[src/rtl/tss_pkg.sv]
// Shared constants, types and helpers for the triangle span generator.
`default_nettype none
package tss_pkg;

   localparam int COORD_BITS = 12;
   localparam int MAX_ROWS   = 64;
   localparam int CNT_BITS   = $clog2(MAX_ROWS + 1);
   localparam int PROD_BITS  = 2 * COORD_BITS;
   localparam int STEP_BITS  = $clog2(PROD_BITS);
   localparam int SHADE_BITS = 8;
   localparam logic [SHADE_BITS-1:0] SHADE_RESET = 8'hFF;

   typedef logic signed [COORD_BITS-1:0]  coord_type;
   typedef logic signed [COORD_BITS:0]    diff_type;
   typedef logic        [COORD_BITS-1:0]  mag_type;
   typedef logic        [PROD_BITS-1:0]   prod_type;
   typedef logic signed [PROD_BITS+1:0]   sum_type;
   typedef logic        [CNT_BITS-1:0]    cnt_type;
   typedef logic        [STEP_BITS-1:0]   step_type;
   typedef logic        [SHADE_BITS-1:0]  shade_type;

   typedef struct packed {
      logic load;
      logic mul;
      logic div_step;
      logic finish;
      logic next;
   } cmd_type;

   typedef struct packed {
      logic empty;
      logic div_done;
      logic last;
   } stat_type;

   function automatic mag_type mag(input diff_type d);
      logic [COORD_BITS:0] a;
      a = d[COORD_BITS] ? unsigned'(-d) : unsigned'(d);
      return a[COORD_BITS-1:0];
   endfunction

endpackage
`default_nettype wire

[src/rtl/tss_ifs.sv]
// Handshake channels for triangle words and span words.
`default_nettype none
interface tss_req_if
   import tss_pkg::*;
   ();
   logic      valid;
   logic      ready;
   coord_type low_x;
   coord_type low_y;
   coord_type mid_x;
   coord_type mid_y;
   coord_type top_x;
   coord_type top_y;
   modport source (output valid, low_x, low_y, mid_x, mid_y, top_x, top_y, input ready);
   modport sink (input valid, low_x, low_y, mid_x, mid_y, top_x, top_y, output ready);
endinterface

interface tss_rsp_if
   import tss_pkg::*;
   ();
   logic      valid;
   logic      ready;
   coord_type row_y;
   coord_type long_edge_x;
   coord_type short_edge_x;
   shade_type shade_out;
   logic      last_span;
   logic      rows_cut;
   modport source (output valid, row_y, long_edge_x, short_edge_x, shade_out, last_span,
                   rows_cut, input ready);
   modport sink (input valid, row_y, long_edge_x, short_edge_x, shade_out, last_span,
                 rows_cut, output ready);
endinterface
`default_nettype wire

[src/rtl/triangle_scanline_spans.sv]
// Top level of the triangle span generator: controller plus datapath.
//
// req_ch takes one triangle word (low, mid and top vertex, low_y <= top_y
// expected); rsp_ch returns one span word per row, top_y first, down to low_y.
// At most MAX_ROWS spans leave per triangle; rows_cut marks a clipped one and
// last_span marks the final span. A triangle with top_y below low_y yields no
// span; after its CHECK state the block returns to IDLE, ready again.
// csr_wr_en/csr_wr_data write the gray level carried on every span.
// Each span passes a setup step that multiplies the edge terms; then two
// restoring dividers produce one quotient bit each per cycle; then one step
// applies the sign, adds the vertex x and saturates into the output register,
// and a hand-off step holds the span until the receiver accepts it.
// A new triangle is taken only after the last span of the previous one is
// accepted.
// While rsp_ch.ready is low the span word holds and work pauses.
// Reset (synchronous) returns to idle, drops any pending spans and sets the
// gray level to 255.
`default_nettype none
module triangle_scanline_spans
   import tss_pkg::*;
(
   input  wire logic  clock,
   input  wire logic  reset,
   tss_req_if.sink    req_ch,
   tss_rsp_if.source  rsp_ch,
   input  wire logic  csr_wr_en,
   input  wire shade_type csr_wr_data
);

   cmd_type  cmd;
   stat_type stat;

   tss_ctrl u_ctrl (
      .clock     (clock),
      .reset     (reset),
      .req_valid (req_ch.valid),
      .req_ready (req_ch.ready),
      .rsp_valid (rsp_ch.valid),
      .rsp_ready (rsp_ch.ready),
      .stat      (stat),
      .cmd       (cmd)
   );

   tss_dpath u_dpath (
      .clock        (clock),
      .reset        (reset),
      .cmd          (cmd),
      .stat         (stat),
      .in_low_x     (req_ch.low_x),
      .in_low_y     (req_ch.low_y),
      .in_mid_x     (req_ch.mid_x),
      .in_mid_y     (req_ch.mid_y),
      .in_top_x     (req_ch.top_x),
      .in_top_y     (req_ch.top_y),
      .csr_wr_en    (csr_wr_en),
      .csr_wr_data  (csr_wr_data),
      .row_y        (rsp_ch.row_y),
      .long_edge_x  (rsp_ch.long_edge_x),
      .short_edge_x (rsp_ch.short_edge_x),
      .shade_out    (rsp_ch.shade_out),
      .last_span    (rsp_ch.last_span),
      .rows_cut     (rsp_ch.rows_cut)
   );

endmodule
`default_nettype wire

[src/rtl/tss_ctrl.sv]
// Sequencer for span setup, edge division and span hand-off.
`default_nettype none
module tss_ctrl
   import tss_pkg::*;
(
   input  wire logic     clock,
   input  wire logic     reset,
   input  wire logic     req_valid,
   output logic          req_ready,
   output logic          rsp_valid,
   input  wire logic     rsp_ready,
   input  wire stat_type stat,
   output cmd_type       cmd
);

   typedef enum logic [5:0] {
      IDLE  = 6'b000001,
      CHECK = 6'b000010,
      MUL   = 6'b000100,
      DIV   = 6'b001000,
      FIN   = 6'b010000,
      SEND  = 6'b100000
   } state_type;

   state_type state_ff, state_in;

   always_ff @(posedge clock) begin
      if (reset) state_ff <= IDLE;
      else       state_ff <= state_in;
   end

   always_comb begin
      state_in  = state_ff;
      cmd       = '0;
      req_ready = 1'b0;
      rsp_valid = 1'b0;
      case (state_ff)
         IDLE: begin
            req_ready = 1'b1;
            if (req_valid) begin
               cmd.load = 1'b1;
               state_in = CHECK;
            end
         end
         CHECK: state_in = stat.empty ? IDLE : MUL;
         MUL: begin
            cmd.mul  = 1'b1;
            state_in = DIV;
         end
         DIV: begin
            cmd.div_step = 1'b1;
            if (stat.div_done) state_in = FIN;
         end
         FIN: begin
            cmd.finish = 1'b1;
            state_in   = SEND;
         end
         SEND: begin
            rsp_valid = 1'b1;
            if (rsp_ready) begin
               if (stat.last) begin
                  state_in = IDLE;
               end else begin
                  cmd.next = 1'b1;
                  state_in = MUL;
               end
            end
         end
         default: state_in = IDLE;
      endcase
   end

endmodule
`default_nettype wire

[src/rtl/tss_dpath.sv]
// Vertex store, row counter, edge multipliers and restoring dividers.
`default_nettype none
module tss_dpath
   import tss_pkg::*;
(
   input  wire logic      clock,
   input  wire logic      reset,
   input  wire cmd_type   cmd,
   output stat_type       stat,
   input  wire coord_type in_low_x,
   input  wire coord_type in_low_y,
   input  wire coord_type in_mid_x,
   input  wire coord_type in_mid_y,
   input  wire coord_type in_top_x,
   input  wire coord_type in_top_y,
   input  wire logic      csr_wr_en,
   input  wire shade_type csr_wr_data,
   output coord_type      row_y,
   output coord_type      long_edge_x,
   output coord_type      short_edge_x,
   output shade_type      shade_out,
   output logic          last_span,
   output logic          rows_cut
);

   localparam sum_type SAT_MAX = sum_type'((1 <<< (COORD_BITS - 1)) - 1);
   localparam sum_type SAT_MIN = -sum_type'(1 <<< (COORD_BITS - 1));

   coord_type x0_ff, y0_ff, x1_ff, y1_ff, x2_ff, y2_ff, row_ff;
   cnt_type   left_ff;
   logic      cut_ff, empty_ff;
   shade_type gray_ff;
   step_type  step_ff;

   // edge 0 is low-top, edge 1 is the short edge for the current row
   prod_type  dvd_ff [2];
   mag_type   dvs_ff [2];
   mag_type   rem_ff [2];
   logic      neg_ff [2];
   logic      zero_ff[2];
   coord_type ax_ff  [2];

   // row count needs one bit more than a coordinate difference
   sum_type   total;
   diff_type  dx[2], dy[2], dt[2];
   coord_type ax[2];
   logic      upper;

   always_comb begin
      total = sum_type'(in_top_y) - sum_type'(in_low_y) + sum_type'(1);
      upper = row_ff > y1_ff;
      dx[0] = diff_type'(x2_ff) - diff_type'(x0_ff);
      dy[0] = diff_type'(y2_ff) - diff_type'(y0_ff);
      dt[0] = diff_type'(row_ff) - diff_type'(y2_ff);
      ax[0] = x2_ff;
      if (upper) begin
         dx[1] = diff_type'(x2_ff) - diff_type'(x1_ff);
         dy[1] = diff_type'(y2_ff) - diff_type'(y1_ff);
         dt[1] = diff_type'(row_ff) - diff_type'(y2_ff);
         ax[1] = x2_ff;
      end else begin
         dx[1] = diff_type'(x0_ff) - diff_type'(x1_ff);
         dy[1] = diff_type'(y0_ff) - diff_type'(y1_ff);
         dt[1] = diff_type'(row_ff) - diff_type'(y0_ff);
         ax[1] = x0_ff;
      end
   end

   always_ff @(posedge clock) begin
      if (reset) gray_ff <= SHADE_RESET;
      else if (csr_wr_en) gray_ff <= csr_wr_data;
   end

   always_ff @(posedge clock) begin
      if (reset) begin
         x0_ff <= '0; y0_ff <= '0; x1_ff <= '0; y1_ff <= '0; x2_ff <= '0; y2_ff <= '0;
         row_ff <= '0; left_ff <= '0; cut_ff <= 1'b0; empty_ff <= 1'b0;
      end else if (cmd.load) begin
         x0_ff <= in_low_x; y0_ff <= in_low_y;
         x1_ff <= in_mid_x; y1_ff <= in_mid_y;
         x2_ff <= in_top_x; y2_ff <= in_top_y;
         row_ff   <= in_top_y;
         empty_ff <= in_top_y < in_low_y;
         cut_ff   <= total > sum_type'(MAX_ROWS);
         left_ff  <= (total > sum_type'(MAX_ROWS)) ? cnt_type'(MAX_ROWS)
                                                   : total[CNT_BITS-1:0];
      end else if (cmd.next) begin
         row_ff  <= row_ff - coord_type'(1);
         left_ff <= left_ff - cnt_type'(1);
      end
   end

   always_ff @(posedge clock) begin
      if (reset) step_ff <= '0;
      else if (cmd.mul) step_ff <= '0;
      else if (cmd.div_step) step_ff <= step_ff + step_type'(1);
   end

   for (genvar e = 0; e < 2; e++) begin : g_edge
      logic [COORD_BITS:0] rem_sh;
      logic                ge;
      logic [COORD_BITS:0] rem_sub;
      prod_type            quo;
      sum_type             sq, xs;
      coord_type           xo;

      always_comb begin
         rem_sh  = {rem_ff[e], dvd_ff[e][PROD_BITS-1]};
         ge      = rem_sh >= {1'b0, dvs_ff[e]};
         rem_sub = rem_sh - {1'b0, dvs_ff[e]};
         quo     = dvd_ff[e];
         sq      = neg_ff[e] ? -sum_type'({2'b00, quo}) : sum_type'({2'b00, quo});
         xs      = sum_type'(ax_ff[e]) + sq;
         if (zero_ff[e])      xo = ax_ff[e];
         else if (xs > SAT_MAX) xo = SAT_MAX[COORD_BITS-1:0];
         else if (xs < SAT_MIN) xo = SAT_MIN[COORD_BITS-1:0];
         else                 xo = xs[COORD_BITS-1:0];
      end

      always_ff @(posedge clock) begin
         if (cmd.mul) begin
            dvd_ff[e]  <= mag(dx[e]) * mag(dt[e]);
            dvs_ff[e]  <= mag(dy[e]);
            rem_ff[e]  <= '0;
            neg_ff[e]  <= dx[e][COORD_BITS] ^ dt[e][COORD_BITS] ^ dy[e][COORD_BITS];
            zero_ff[e] <= dy[e] == '0;
            ax_ff[e]   <= ax[e];
         end else if (cmd.div_step) begin
            // shift in next dividend bit, subtract where it fits
            rem_ff[e] <= ge ? rem_sub[COORD_BITS-1:0] : rem_sh[COORD_BITS-1:0];
            dvd_ff[e] <= {dvd_ff[e][PROD_BITS-2:0], ge};
         end
      end

      if (e == 0) begin : g_long
         always_ff @(posedge clock) begin
            if (cmd.finish) long_edge_x <= xo;
         end
      end else begin : g_short
         always_ff @(posedge clock) begin
            if (cmd.finish) short_edge_x <= xo;
         end
      end
   end

   always_ff @(posedge clock) begin
      if (cmd.finish) begin
         row_y     <= row_ff;
         shade_out <= gray_ff;
         last_span <= left_ff == cnt_type'(1);
         rows_cut  <= cut_ff;
      end
   end

   always_comb begin
      stat.empty    = empty_ff;
      stat.div_done = step_ff == step_type'(PROD_BITS - 1);
      stat.last     = left_ff == cnt_type'(1);
   end

endmodule
`default_nettype wire

[src/flat_wrapper.sv]
// flat-port wrapper written by rule: the top's interface ports become plain ports
module triangle_scanline_spans_flat import tss_pkg::*;
  (clock, reset, csr_wr_en, csr_wr_data, req_ch_valid, req_ch_low_x, req_ch_low_y, req_ch_mid_x, req_ch_mid_y, req_ch_top_x, req_ch_top_y, req_ch_ready, rsp_ch_valid, rsp_ch_row_y, rsp_ch_long_edge_x, rsp_ch_short_edge_x, rsp_ch_shade_out, rsp_ch_last_span, rsp_ch_rows_cut, rsp_ch_ready);
  tss_req_if req_ch_i ();
  tss_rsp_if rsp_ch_i ();
  input  wire logic clock;
  input  wire logic reset;
  input  wire logic csr_wr_en;
  input  wire shade_type csr_wr_data;
  input wire logic [$bits(req_ch_i.valid)-1:0] req_ch_valid;
  input wire logic [$bits(req_ch_i.low_x)-1:0] req_ch_low_x;
  input wire logic [$bits(req_ch_i.low_y)-1:0] req_ch_low_y;
  input wire logic [$bits(req_ch_i.mid_x)-1:0] req_ch_mid_x;
  input wire logic [$bits(req_ch_i.mid_y)-1:0] req_ch_mid_y;
  input wire logic [$bits(req_ch_i.top_x)-1:0] req_ch_top_x;
  input wire logic [$bits(req_ch_i.top_y)-1:0] req_ch_top_y;
  output wire logic [$bits(req_ch_i.ready)-1:0] req_ch_ready;
  output wire logic [$bits(rsp_ch_i.valid)-1:0] rsp_ch_valid;
  output wire logic [$bits(rsp_ch_i.row_y)-1:0] rsp_ch_row_y;
  output wire logic [$bits(rsp_ch_i.long_edge_x)-1:0] rsp_ch_long_edge_x;
  output wire logic [$bits(rsp_ch_i.short_edge_x)-1:0] rsp_ch_short_edge_x;
  output wire logic [$bits(rsp_ch_i.shade_out)-1:0] rsp_ch_shade_out;
  output wire logic [$bits(rsp_ch_i.last_span)-1:0] rsp_ch_last_span;
  output wire logic [$bits(rsp_ch_i.rows_cut)-1:0] rsp_ch_rows_cut;
  input wire logic [$bits(rsp_ch_i.ready)-1:0] rsp_ch_ready;
  assign req_ch_i.valid = req_ch_valid;
  assign req_ch_i.low_x = req_ch_low_x;
  assign req_ch_i.low_y = req_ch_low_y;
  assign req_ch_i.mid_x = req_ch_mid_x;
  assign req_ch_i.mid_y = req_ch_mid_y;
  assign req_ch_i.top_x = req_ch_top_x;
  assign req_ch_i.top_y = req_ch_top_y;
  assign req_ch_ready = req_ch_i.ready;
  assign rsp_ch_valid = rsp_ch_i.valid;
  assign rsp_ch_row_y = rsp_ch_i.row_y;
  assign rsp_ch_long_edge_x = rsp_ch_i.long_edge_x;
  assign rsp_ch_short_edge_x = rsp_ch_i.short_edge_x;
  assign rsp_ch_shade_out = rsp_ch_i.shade_out;
  assign rsp_ch_last_span = rsp_ch_i.last_span;
  assign rsp_ch_rows_cut = rsp_ch_i.rows_cut;
  assign rsp_ch_i.ready = rsp_ch_ready;
  triangle_scanline_spans u_core (.clock(clock), .reset(reset), .req_ch(req_ch_i), .rsp_ch(rsp_ch_i), .csr_wr_en(csr_wr_en), .csr_wr_data(csr_wr_data));
endmodule
[config.mk]
export PLATFORM = sky130hd
export DESIGN_NAME = triangle_scanline_spans_flat
export DESIGN_NICKNAME = d
export VERILOG_FILES = /design/src/rtl/tss_pkg.sv /design/src/rtl/tss_ifs.sv /design/src/rtl/triangle_scanline_spans.sv /design/src/rtl/tss_ctrl.sv /design/src/rtl/tss_dpath.sv /design/src/flat_wrapper.sv
export SDC_FILE = /design/constraint.sdc
export NUM_CORES = 2
export LEC_CHECK = 0
export BUFFER_PORTS_ARGS = -buffer_cell sky130_fd_sc_hd__buf_2
export CAP_MARGIN = 20
export CELL_PAD_IN_SITES_DETAIL_PLACEMENT = 2
export CELL_PAD_IN_SITES_GLOBAL_PLACEMENT = 2
export CORE_ASPECT_RATIO = 0.8
export CORE_UTILIZATION = 30
export DETAILED_ROUTE_END_ITERATION = 6
export PLACE_DENSITY = 0.64
export SLEW_MARGIN = 40
export SYNTH_ARGS = -nofsm -noshare
export SYNTH_HDL_FRONTEND = slang
export SYNTH_SLANG_ARGS = --single-unit
[constraint.sdc]
create_clock -name clock -period 10 [get_ports clock]
set_clock_uncertainty 0.2 [all_clocks]
set_input_delay 2 -clock clock [delete_from_list [all_inputs] [get_ports clock]]
set_output_delay 2 -clock clock [all_outputs]
set_load 0.01 [all_outputs]
==> metrics.md <==
| Metric | Value |
|---|---|
| Min cycle time layout | ~9500 ps |
| Mapped Area | 30,300 um^2 |
| Net count after synthesis | 4,151 |
| Number of synthesized flops with an enable pin | 170 |
| Clock transition at the registers of the reported paths | roughly 60 ps |
| First-pass GRT wire length | 165,000 um |
| Place WS | -171 ps |
| Grt ovf | 0 |
| Initial DRC count | 1,043 |
| WL/cell | slightly above 20 um |
| Vias in the first global route | ~28k |
| Count leader, synth | nand2_1 |
| Final ANT Viol Nets | 0 |
| Synthesized instance count | 3,546 |
| Initial Util | about 31% |
| Ratio of cells with drive above 1 in the final layout | 12.1% |
| Htree depth | 2 |
| I/O pin total | between 100 and 150 |
| Synth Flop Type | edfxtp_1 |
| Top cell type's share of synthesized area | approximately 17% |
| Post-Syn Area per Cell | 8.55 um^2 |
| Dpl cell area | roughly 33,000 um^2 |
| CP startpoint kind | flop |
| Worst path arrival time | between 9000 and 10,000 ps |
| Fin. max-slew vios | 0 |
| Vias/cell | between 5 and 6 |
| GP Congestion | approximately 0.83 |
| Die ar. | slightly above 100,000 um^2 |
| Cell types with the highest counts after synthesis | nand2_1 (473), inv_1 (439), ha_1 (309) |
| Area leader, netlist | edfxtp_1 |
| Antenna violations before repair | 2 |
| Fin Hold WS | approximately 220 ps |
| Slew HR | a little over two fifths |
| Die width | 357 um |
| Final setup TNS | 0 ps |
| Max incr delay on CP | around 540 ps |
| Ys Warns | 0 |
| Clock sink count | 282 |
| Unique masters post-synth | between 80 and 90 |
| Final worst-path cycle share | roughly 95% |
| First-pass DRT Iterations | 5 |
| Hold buffer count at CTS | 0 |
| Worst endpoint required time | 10,100 ps |
| Final nets | about 4.3k |
| Crit Path Class | flop to flop |
| Max Root-Sink Buffers | 3 |
| Max_cap viols | 0 |
| Placed wire-length estimate | about 85,000 um |
| Worst setup EP type | flop |
| Largest net degree at the start of global routing | 76 |
| Routed WL | ~100,000 um |
| Sequential area share after synthesis | approximately a quarter |
| Row cnt | ~100 |
| Clock Tree Root | clkbuf_16 |
| Outcome | completed |
| Worst path slowest cell | fa_1 |
| Later-pin clock latency in the skew report | between 500 and 600 ps |
| Worst setup margin | about 460 ps |
| Worst Hold Class | flop to flop |
| Area delta synth->final | 15.2% |
| Asr flop ratio synth | 0% |
| Final Hold Viols | 0 |
| Via count | about 25k |
| All-Layer GR Usage | 20.6% |
| Highest achievable clock rate | 105 MHz |
| Area of the core | between 90,000 and 100,000 um^2 |
| Port buffer count | roughly 130 |
| Final setup vio count | 0 |
| DRC viols | 0 |
| Worst Max-Slew Pin Slew | roughly 850 ps |
| CTS buffer count | 39 |
| Synth area leaders | edfxtp_1 (17%), fa_1 (14%), ha_1 (13%), dfxtp_1 (7.4%), nand2_1 (5.9%) |
| Crit Path Max Fanout | 6 |
| Final instance area | 34,900 um^2 |
| CTS tree | done |
| Die Y | 286 um |
| Flops & latches, synth | 282 |
[registers in the layout, indices dropped and copies added, names as in the netlist, 2 cells and up]
signal / cells
u_core.u_dpath.left_ff: 7
u_core.u_dpath.dvs_ff: 24
u_core.u_dpath.x2_ff: 12
u_core.u_dpath.step_ff: 5
u_core.u_dpath.short_edge_x: 12
u_core.u_dpath.gray_ff: 8
u_core.u_dpath.row_ff: 12
u_core.u_dpath.row_y: 12
u_core.u_dpath.y1_ff: 12
u_core.u_dpath.zero_ff: 2
u_core.u_dpath.shade_out: 8
u_core.u_dpath.rem_ff: 24
u_core.u_ctrl.state_ff: 6
u_core.u_dpath.ax_ff: 24
u_core.u_dpath.x1_ff: 12
u_core.u_dpath.long_edge_x: 12
u_core.u_dpath.y0_ff: 12
u_core.u_dpath.x0_ff: 12
u_core.u_dpath.y2_ff: 12
u_core.u_dpath.neg_ff: 2
u_core.u_dpath.dvd_ff: 48
[layer usage]
| layer | part of all wire, % | wire length (um) | up-vias | global-route usage, % |
|---|---|---|---|---|
| met4 | 1.6 | 1650 | 0 | 3.49 |
| met3 | 2.5 | 2640 | 73 | 1.93 |
| li1 | - | - | 12300 | - |
| met5 | 0 | 0 | - | 0 |
| met2 | 43 | 45200 | 267 | 31.9 |
| met1 | 53 | 55000 | 12900 | 31.1 |
[layout by cell type (no fill, tap or decap), types with 12 or more instances in the layout]
master and n:
nand4_1 19, or2_2 20, dfxtp_1 110, xnor2_1 164, o21ai_0 133, a21o_1 46
or3_1 31, nor2_1 263, a211o_1 15, a31oi_1 21, nor4_1 14, buf_2 133
o21a_1 27, mux2i_1 30, o31ai_1 29, inv_1 438, edfxtp_1 170, fa_1 209
nand2b_1 73, nor2b_1 70, and2_1 27, buf_4 110, a21oi_1 271, mux2_2 16
ha_1 301, nand3_1 36, a21boi_0 12, and3_1 14, clkbuf_16 40, a211oi_1 15
o211ai_1 12, a21oi_2 13, nor3_1 60, nand2_1 468, xor2_1 105
[worst paths after layout]
| check | start | end | slack, ps | cells after the start |
|---|---|---|---|---|
| max reg2reg | u_core.u_dpath.y1_ff[1] | u_core.u_dpath.dvd_ff[1][22] | 460 | 41 |
| max | u_core.u_dpath.y1_ff[1] | u_core.u_dpath.dvd_ff[1][22] | 460 | 41 |
| min | u_core.u_dpath.gray_ff[0] | u_core.u_dpath.shade_out[0] | 220 | 0 |
| min reg2reg | u_core.u_dpath.gray_ff[0] | u_core.u_dpath.shade_out[0] | 220 | 0 |
[critical path: cells and delay by family, from the launching register on]
kind            cells  cell delay, ps
mux                 2             460
compound gates     16            3220
fa+ha+maj           8            3020
flops               1             360
buf+inv             7             790
xor+xnor            2             430
simple gates        6             780
[what timing repair did]
| item | CTS | global route |
|---|---|---|
| endpoints found under the hold margin | 0 | 0 |
| resized for setup | 11 | 67 |
| setup buffers | 0 | 14 |
| endpoints found under the setup margin | 4 | 10 |
| cloned | 0 | 1 |
| pin swaps | 2 | 24 |
[area by class of cell]
type / instances / area [um^2]
diodes: 1 / 2.50
clock buffers: 50 / 1070
clock inverters: 22 / 189
fillers: 11200 / 64400
inverters: 439 / 1650
multi-input cells: 2716 / 21400
flip-flops and latches: 282 / 7350
well taps: 1312 / 1640
repair buffers: 253 / 1610
[cell families after synthesis]
logic type / count (synthesis) / synth area share, %
mux: 50 / 1.73
fa+ha+maj: 520 / 26.7
xor+xnor: 285 / 8.23
flops: 282 / 24.2
compound gates: 699 / 14.5
buf+inv: 548 / 6.88
simple gates: 1162 / 17.8
[metrics by stage]
step / util (%) / instances
final: 35.1 / 5075
after global placement: 33.2 / 4983
after CTS: 34.6 / 5058
after global routing: 35.1 / 5074
after detailed placement: 33.3 / 4986
after floorplan: - / 3546
Power is not shown: default switching activity piles up to over one toggle a cycle in this logic, so the estimate is an artifact.
